### config.mk
export PLATFORM = sky130hd
export DESIGN_NAME = btrb_ctrl
export DESIGN_NICKNAME = d
export VERILOG_FILES = /design/src/rtl/btrb_pkg.sv /design/src/rtl/btrb_ctrl.sv
export SDC_FILE = /design/constraint.sdc
export NUM_CORES = 1
export LEC_CHECK = 0
export BUFFER_PORTS_ARGS = -buffer_cell sky130_fd_sc_hd__buf_2
export CAP_MARGIN = 20
export CORE_AREA = 2 2 39 41
export DETAILED_ROUTE_END_ITERATION = 7
export DIE_AREA = 0 0 41 43
export PLACE_DENSITY = 0.47
export SYNTH_ARGS = -nofsm -noshare
export SYNTH_HDL_FRONTEND = slang
export SYNTH_SLANG_ARGS = --single-unit
### constraint.sdc
create_clock -name clock -period 1.5 [get_ports clock]
set_input_delay 0.075 -clock clock [delete_from_list [all_inputs] [get_ports clock]]
set_output_delay 0.075 -clock clock [all_outputs]
set_load 0.05 [all_outputs]
### src/rtl/btrb_pkg.sv
// Shared types, codes and constants for the branch trace ring buffer.
// No dependencies; imported by every module of the block.
`default_nettype none

package btrb_pkg;

   // default ring depth handed to the top-level parameter
   localparam int TRACE_DEPTH_DEFAULT = 64;

   localparam int ADDR_BITS  = 16;
   localparam int COUNT_BITS = 32;
   localparam int POS_BITS   = 6;

   localparam logic [COUNT_BITS-1:0] COUNT_MAX = 32'hFFFF_FFFF;

   // command codes on the request channel
   localparam logic [1:0] CMD_RECORD = 2'd0;
   localparam logic [1:0] CMD_READ   = 2'd1;
   localparam logic [1:0] CMD_CLEAR  = 2'd2;

   // interrupt vector addresses
   localparam logic [ADDR_BITS-1:0] VEC_RESET = 16'hFFFC;
   localparam logic [ADDR_BITS-1:0] VEC_NMI   = 16'hFFFA;
   localparam logic [ADDR_BITS-1:0] VEC_IRQ   = 16'hFFFE;

   // vector kind codes on the response channel
   localparam logic [1:0] KIND_NONE  = 2'd0;
   localparam logic [1:0] KIND_RESET = 2'd1;
   localparam logic [1:0] KIND_NMI   = 2'd2;
   localparam logic [1:0] KIND_IRQ   = 2'd3;

   // one ring entry as held in the trace memory
   typedef struct packed {
      logic                  valid;
      logic [ADDR_BITS-1:0]  from_addr;
      logic [ADDR_BITS-1:0]  to_addr;
      logic [ADDR_BITS-1:0]  vector_addr;
      logic [COUNT_BITS-1:0] count;
   } entry_type;

   typedef enum logic [2:0] {
      ST_CLEAR,
      ST_IDLE,
      ST_RECORD,
      ST_REDUCE,
      ST_FETCH,
      ST_RESPOND
   } state_type;

   // controller to datapath
   typedef struct packed {
      logic capture;      // latch the accepted item, start slot sum
      logic clear_start;  // rewind pointer, drop newest-entry cache
      logic clear_step;   // zero one memory row
      logic record;       // merge or append the latched branch
      logic reduce;       // take one wrap off the slot number
      logic fetch;        // read the slot from memory
      logic load_rsp;     // move fetched entry into the response register
   } ctrl_cmd_type;

   // datapath to controller
   typedef struct packed {
      logic trace_enable;
      logic slot_in_range;
      logic clear_last;
      logic rsp_free;
   } dp_status_type;

   function automatic logic [1:0] decode_vector(input logic [ADDR_BITS-1:0] vec);
      logic [1:0] kind;
      unique case (vec)
         VEC_RESET: kind = KIND_RESET;
         VEC_NMI:   kind = KIND_NMI;
         VEC_IRQ:   kind = KIND_IRQ;
         default:   kind = KIND_NONE;
      endcase
      return kind;
   endfunction

endpackage

`default_nettype wire

### src/rtl/btrb_ctrl.sv
// Sequencing state machine of the branch trace ring buffer.
// Depends on btrb_pkg; drives btrb_datapath through ctrl_cmd_type.
`default_nettype none

module btrb_ctrl
   import btrb_pkg::*;
(
   input  wire logic          clock,
   input  wire logic          reset,
   input  wire logic          req_valid,
   input  wire logic [1:0]    req_cmd,
   output logic               req_ready,
   input  wire dp_status_type status,
   output ctrl_cmd_type       cmd
);

   state_type state_ff;
   state_type state_in;
   logic      accept;

   assign accept = req_valid && (state_ff == ST_IDLE);

   // state register, reset starts with a sweep of the memory
   always_ff @(posedge clock) begin
      if (reset) begin
         state_ff <= ST_CLEAR;
      end else begin
         state_ff <= state_in;
      end
   end

   // next state
   always_comb begin
      state_in = state_ff;
      unique case (state_ff)
         ST_CLEAR: begin
            if (status.clear_last) state_in = ST_IDLE;
         end
         ST_IDLE: begin
            if (accept) begin
               unique case (req_cmd)
                  CMD_RECORD: if (status.trace_enable) state_in = ST_RECORD;
                  CMD_READ:   state_in = ST_REDUCE;
                  CMD_CLEAR:  state_in = ST_CLEAR;
                  default:    state_in = ST_IDLE;
               endcase
            end
         end
         ST_RECORD: state_in = ST_IDLE;
         ST_REDUCE: begin
            if (status.slot_in_range) state_in = ST_FETCH;
         end
         ST_FETCH: state_in = ST_RESPOND;
         ST_RESPOND: begin
            if (status.rsp_free) state_in = ST_IDLE;
         end
         default: state_in = ST_IDLE;
      endcase
   end

   // outputs
   always_comb begin
      cmd       = '0;
      req_ready = 1'b0;
      unique case (state_ff)
         ST_CLEAR: cmd.clear_step = 1'b1;
         ST_IDLE: begin
            req_ready       = 1'b1;
            cmd.capture     = accept;
            cmd.clear_start = accept && (req_cmd == CMD_CLEAR);
         end
         ST_RECORD: cmd.record = 1'b1;
         ST_REDUCE: cmd.reduce = !status.slot_in_range;
         ST_FETCH:  cmd.fetch = 1'b1;
         ST_RESPOND: cmd.load_rsp = status.rsp_free;
         default: cmd = '0;
      endcase
   end

endmodule

`default_nettype wire

Word level (Yosys, flattened, before mapping)
Cells that the tools add are included.
Widths: inputs -> output; s select.
{"block": "op_classes", "mux": 14, "n_reduce_logical": 6, "eq_ne": 12}
{"operator": "$mux 3", "count": 5}
{"operator": "$pmux 3 s5", "count": 1}
{"operator": "$pmux 3 s3", "count": 1}
{"operator": "$ne 2x2->1 const B", "count": 4}
{"operator": "$eq 3x2->1 const B", "count": 2}
{"operator": "$eq 3x3->1 const B", "count": 2}
{"operator": "$mux 1", "count": 6}
{"operator": "$reduce_and 5->1", "count": 1}
{"operator": "$eq 3x1->1 const B", "count": 1}
{"operator": "$logic_not 3->1", "count": 1}
{"operator": "$ne 3x3->1 const B", "count": 1}
{"operator": "$eq 2x1->1 const B", "count": 1}
{"operator": "$eq 2x2->1 const B", "count": 1}
{"operator": "$logic_and 1x1->1", "count": 2}
{"operator": "$logic_not 2->1", "count": 1}
{"operator": "$mux 2", "count": 1}
{"operator": "$logic_not 1->1", "count": 1}
{"block": "totals", "ff_bits": 3, "word_cells": 33, "output_inout_bits": 8}

Longest topological paths before layout
Gate-level depths: netlist of the first run.
{"block": "depth", "ltp_word": 4, "mapped_depth": 3}

Least setup slack after synthesis of the first run
Ideal clock, no wire load.
{"block": "synth_timing", "path_kind": "register to register", "from": "reg state_ff[2]", "to": "reg state_ff[0]", "required_ns": 1.319, "path_buffers": 0, "slack_ns": -0.388, "stages_incl_launch_ff": 3, "arrival_time_ns": 1.707, "cell_sequence": "dfxtp_1 nor3_1 a221oi_2"}
{"block": "synth_via", "elab_chain_len": 4, "word_cells_on_any_way": 13}
{"element": "from (decl)", "line": "btrb_ctrl.sv:17", "text": "state_type state_ff;"}
{"element": "from (signal assigned)", "line": "btrb_ctrl.sv:28", "text": "state_ff <= state_in;"}
{"element": "$eq 3x1->1", "line": "btrb_ctrl.sv:21, btrb_ctrl.sv:35"}
{"element": "$logic_and 1x1->1", "line": "btrb_ctrl.sv:21", "text": "assign accept = req_valid && (state_ff == ST_IDLE);"}
{"element": "$ne 2x2->1 (no line)"}
{"element": "$reduce_and 5->1 (no line)"}
Several ways; a longest one is shown, not always the timed one.
A chain may end at the register's enable or synchronous reset.

==> out/results.tsv, run 1 <==
metric	value	unit
dp_cells	58	
worstMarginPinSlew	271	ps
cts_max_path_buffers	2	
fin_hold_ws	37.3	ps
power.switching	97.7	uW
post-place-ws	255	ps
post_synth_inst_count	26	
wl_per_cell	9.06	um
clkLatencyLatePin	230	ps
port_buffers	16	
synth_seq_cells	3	
worst_ep_required_time	1420	ps
fin_setup_tns	0	ps
drt-total-wl	562	um
dr.pass1.iters	3	
cts_tree	yes	
grt_overflow	0	
postRouteAntennaNets	0	
swShare	31.4	%
crit_arrival	1340	ps
grt_usage	7.82	%
synth_area	225	um2
dieHeight	43	um
synthTopCellsByArea	dfxtp_1 27%, nor3b_1 10%, nand2b_1 8.3%	
comb_power_share	25.1	%
yosys.area.top_type	dfxtp_1	
ys_async_sr_fraction	0	%
run_status	finished clean	
io_pins	17	
placementRows	14	
start_util	16.3	%
drt_iter0_drc	2	
setup_slack	88.0	ps
layout-drive-gt1-share	58.7	%
yosysUniqueCellTypes	16	
leakage	0.181	nW
gp_congestion	0.632	
synth-edff-count	0	
die_w	41	um
fin_cells	62	
grt_max_degree	10	
finalSetupViolCount	0	
cap_violations	0	
power_density	839	nW/um2
antenna_found_initial	0	
grt_pass1_wl	917	um
root_buffer	clkbuf_4	
via_count	263	
ys.warnings.count	0	
synth_most_common_cell	nor2_1	
post-route-util	26.8	%
cp-end-kind	output port	
power_frac_clock	45.5	%
largest_reg_flops	3	
viasPerCell	4.24	
seq_area_frac_synth	26.7	%
clock_skew	1.35	ps
drc	0	
nets	56	
hold_path.class	in -> reg	
min_period	1410	ps
path_max_fanout	9	
syn-num-nets	35	
max_slew_margin	81.9	%
htree_num_levels	1	
rr_worst_depth	3	
seq_power_share	29.4	%
top_register	state_ff	
core	1380	um2
area_growth	64.4	%
reg.largest.list	state_ff: 3 flops	
grt_pass1_vias	249	
hold_viol	0	
syn_avg_cell_area	8.66	um2
min_period_over_period	94.1	%
clk_pin_slew_worst_paths	40	ps
holdPathStages	2	
rsz0062_at_grt	no	
p_int	213	uW
n_antenna_cell	0	
max_freq	0.708	GHz
ir_drop	291	uV
cts_sinks	3	
synth_ff_type	dfxtp_1	
cts_buffers	3	
die-area	1760	um2
synth_top_cell_area_share	26.7	%
slew_violations	0	
worst_setup_path_start_kind	register	
critPathKind	reg -> out	
dpl.hpwl	466	um
yosys-top-cells-count	4 x nor2_1, 3 x dfxtp_1, 3 x nand2b_1, 3 x nor3b_1, 2 x a21oi_1	
==> worst max-delay path, cell delays in order, from the launching register on <==
cell,delay (ps)
dfxtp_1,370
and4bb_4,360
and3b_1,150
clkbuf_4,220
==> per-layer routing <==
layer	GRT usage (%)	routed length, um	vias up
li1	-	-	134
met1	9.62	227	115
met2	10.0	254	12
met3	2.09	65	2
met4	8.00	15	0
met5	0	0	-
==> power groups by stage <==
| stage | logic (mW) | registers (mW) | clock network (mW) |
|---|---|---|---|
| 3_3_place_gp | 0.0781 | 0.0922 | 0 |
| 5_1_grt | 0.0829 | 0.0923 | 0.155 |
| 4_1_cts | 0.0785 | 0.0916 | 0.151 |
| 3_5_place_dp | 0.0781 | 0.0923 | 0 |
| 2_1_floorplan | 0.0549 | 0.0903 | 0 |
| 6_report | 0.0780 | 0.0913 | 0.141 |
==> through the flow <==
step	instance area (um2)	power [mW]
final	370	0.311
after floorplan	240	0.145
after global routing	370	0.330
after detailed placement	340	0.170
after global placement	340	0.170
after CTS	368	0.321
==> layout make-up <==
class,instances,area (um2)
clock buffers,4,26.3
fillers,160,1010
inverters,1,3.75
multi-input cells,22,176
flip-flops and latches,3,61.3
well taps,16,20.0
repair buffers,16,82.6
==> kinds of logic after synthesis <==
family / synth area share, %
buffers and inverters: 1.67
AOI/OAI and AO/OA: 18.9
DFF: 26.7
and+or+nand+nor: 52.8
==> cell usage in the layout, fill, tap and decap left out <==
cell / synthesis / routed
a21oi_1: 2 / 2
o21ba_2: 1 / 1
clkbuf_1: 0 / 1
and4bb_4: 1 / 1
dfxtp_1: 3 / 2
nor3b_2: 0 / 2
buf_2: 0 / 15
nor2_1: 4 / 4
a221oi_2: 1 / 1
nor3_2: 0 / 1
and3b_1: 1 / 1
dfxtp_2: 0 / 1
and4bb_2: 1 / 1
o21bai_1: 1 / 1
and2b_1: 1 / 1
nor3b_1: 3 / 1
nand2_1: 1 / 1
inv_1: 1 / 1
nand2b_1: 3 / 3
nand4b_1: 1 / 1
clkbuf_4: 0 / 4
==> what timing repair did <==
item,4_1_cts,5_1_grt
setup endpoints to repair,1,1
endpoints found under the hold margin,0,0
buffers inserted,0,0
cloned,0,0
hold buffers,0,0
gates resized for setup,1,1
==> worst paths after layout <==
kind	startpoint	end	slack, ps
max	state_ff[1]$_SDFFE_PP0P_	cmd[5]	90
min	reset	state_ff[0]$_SDFFE_PP0P_	40
max reg2reg	state_ff[1]$_SDFFE_PP0P_	state_ff[0]$_SDFFE_PP0P_	490
min reg2reg	state_ff[0]$_SDFFE_PP0P_	state_ff[2]$_SDFFE_PP0P_	570
Note: power is estimated with default switching activity, not from simulation.
==> run 2, diff against run 1 <==
CELL_PAD_IN_SITES_DETAIL_PLACEMENT = 0   (was not set)
CELL_PAD_IN_SITES_GLOBAL_PLACEMENT = 1   (was not set)
PLACE_DENSITY = 0.6   (was 0.47)
==> run 2 against run 1 <==
Against the previous run: clock power rose by 3%; critical path type unchanged; sequential cell count did not move; total power rose by 1.0%; setup slack got worse by 13 ps; hold slack got worse by 1.5 ps; wire length rose by 1.8%; cell area did not move; non-clock buffer count did not move; combinational power fell by 0.6%; count of clock-buffer cells in the layout did not move.
==> out/results.tsv, run 2 (same netlist as run 1, synthesis figures left out) <==
metric	value	unit
layout-drive-gt1-share	58.7	%
met3_length	50	um
viasPerCell	4.26	
placementRows	14	
top_register	state_ff	
grt_pass1_vias	243	
startpoint	state_ff[1]$_SDFFE_PP0P_	
hold_viol	0	
drt-met1-wl	226	um
finalSetupViolCount	0	
r2r_end	state_ff[1]$_SDFFE_PP0P_	
largest_reg_flops	3	
start_util	16.3	%
n_antenna_cell	0	
io_pins	17	
nets	56	
drt-total-wl	572	um
fin_hold_ws	35.8	ps
final_cell_mix	15 x buf_2, 4 x nor2_1, 4 x clkbuf_4	
cts_max_path_buffers	2	
critPathMaxStageDelay	370	ps
path_cells	and4bb_4, and3b_1, clkbuf_4	
critPathKind	reg -> out	
leakage	0.181	nW
worst_ep_required_time	1420	ps
cp-end-kind	output port	
top_layer	met4	
clk_pin_slew_worst_paths	40	ps
grt_overflow	0	
min_period_over_period	95.0	%
run_status	finished clean	
worst_setup_path_start_kind	register	
dieHeight	43	um
gp_congestion	0.698	
rr_worst_depth	3	
rsz0062_at_grt	no	
grt_usage	7.52	%
port_buffers	16	
root_buffer	clkbuf_4	
cts_sinks	3	
mostFrequentLayoutCell	buf_2	
max_freq	0.702	GHz
wl_per_cell	9.23	um
antenna_found_initial	0	
grt_pass1_wl	855	um
cts_buffers	3	
htree_num_levels	1	
crit_slowest_cell	dfxtp_1	
design_area	370	um2
r2r_start	state_ff[2]$_SDFFE_PP0P_	
slew_violations	0	
clock_skew	5.85	ps
cts_tree	yes	
path_max_fanout	9	
hold_path.class	in -> reg	
postRouteAntennaNets	0	
crit_end	cmd[5]	
max_slew_margin	81.6	%
dr.pass1.iters	2	
cts_hold_repair.buffers	0	
cap_violations	0	
multiInputGateArea	176	um2
via_count	264	
r2r_slack	470	ps
worstMarginPinSlew	275	ps
route.met2.wl	280	um
place_area	340	um2
clkLatencyLatePin	240	ps
post_cts_buffers	0	
regArea	61.3	um2
area_growth	64.4	%
drc	0	
die_w	41	um
reg.largest.list	state_ff: 3 flops	
crit_arrival	1350	ps
nFillCells	156	
power_density	847	nW/um2
fin_setup_tns	0	ps
drt_iter0_drc	1	
core	1380	um2
ir_drop	288	uV
min_period	1430	ps
grt_max_degree	10	
die-area	1760	um2
run 2: repair_timing:
action                     4_1_cts  5_1_grt
gates resized for setup          0        2
hold endpoints to repair         0        0
setup endpoints to repair        0        1
run 2: critical path, delay by kind of cell (launching register included):
kind	cells	cell delay, ps
and+or+nand+nor	2	520
DFF	1	370
buffers and inverters	1	220
run 2: worst min-delay path by stage:
stage	startpoint	endpoint	slack (ps)	cells after the start
floorplan	reset	state_ff[0]$_SDFFE_PP0P_	140	1
global placement	reset	state_ff[0]$_SDFFE_PP0P_	280	2
detailed placement	reset	state_ff[0]$_SDFFE_PP0P_	280	2
CTS	reset	state_ff[0]$_SDFFE_PP0P_	40	2
global route	reset	state_ff[0]$_SDFFE_PP0P_	40	2
finish	reset	state_ff[0]$_SDFFE_PP0P_	40	2
run 2: where the power goes:
| group | total, mW | leakage, nW | switching (mW) | internal [mW] |
|---|---|---|---|---|
| clock network | 0.145 | 0.0150 | 0.0451 | 0.0999 |
| logic | 0.0775 | 0.142 | 0.0483 | 0.0292 |
| registers | 0.0913 | 0.0247 | 0.00734 | 0.0840 |
| total | 0.314 | 0.181 | 0.101 | 0.213 |
run 2: metal layers:
| layer | up-vias | track usage, % |
|---|---|---|
| li1 | 135 | - |
| met3 | 2 | 2.09 |
| met5 | - | 0 |
| met1 | 116 | 8.95 |
| met4 | 0 | 8.00 |
| met2 | 11 | 9.69 |
run 2: stage by stage:
step	setup slack (ps)	instances	util (%)	power, mW
floorplan	90.8	26	-	0.145
global placement	265	58	24.6	0.170
detailed placement	260	58	24.6	0.170
CTS	5.85	62	26.5	0.321
global route	12.5	62	26.8	0.331
finish	74.6	62	26.8	0.314
run 2: area by class of cell:
cell class                      instances  area share, %
Clock buffer                            4           7.09
Inverter                                1           1.01
Multi-Input combinational cell         22           47.6
Sequential cell                         3           16.6
Tap cell                               16           5.41
Timing Repair Buffer                   16           22.3
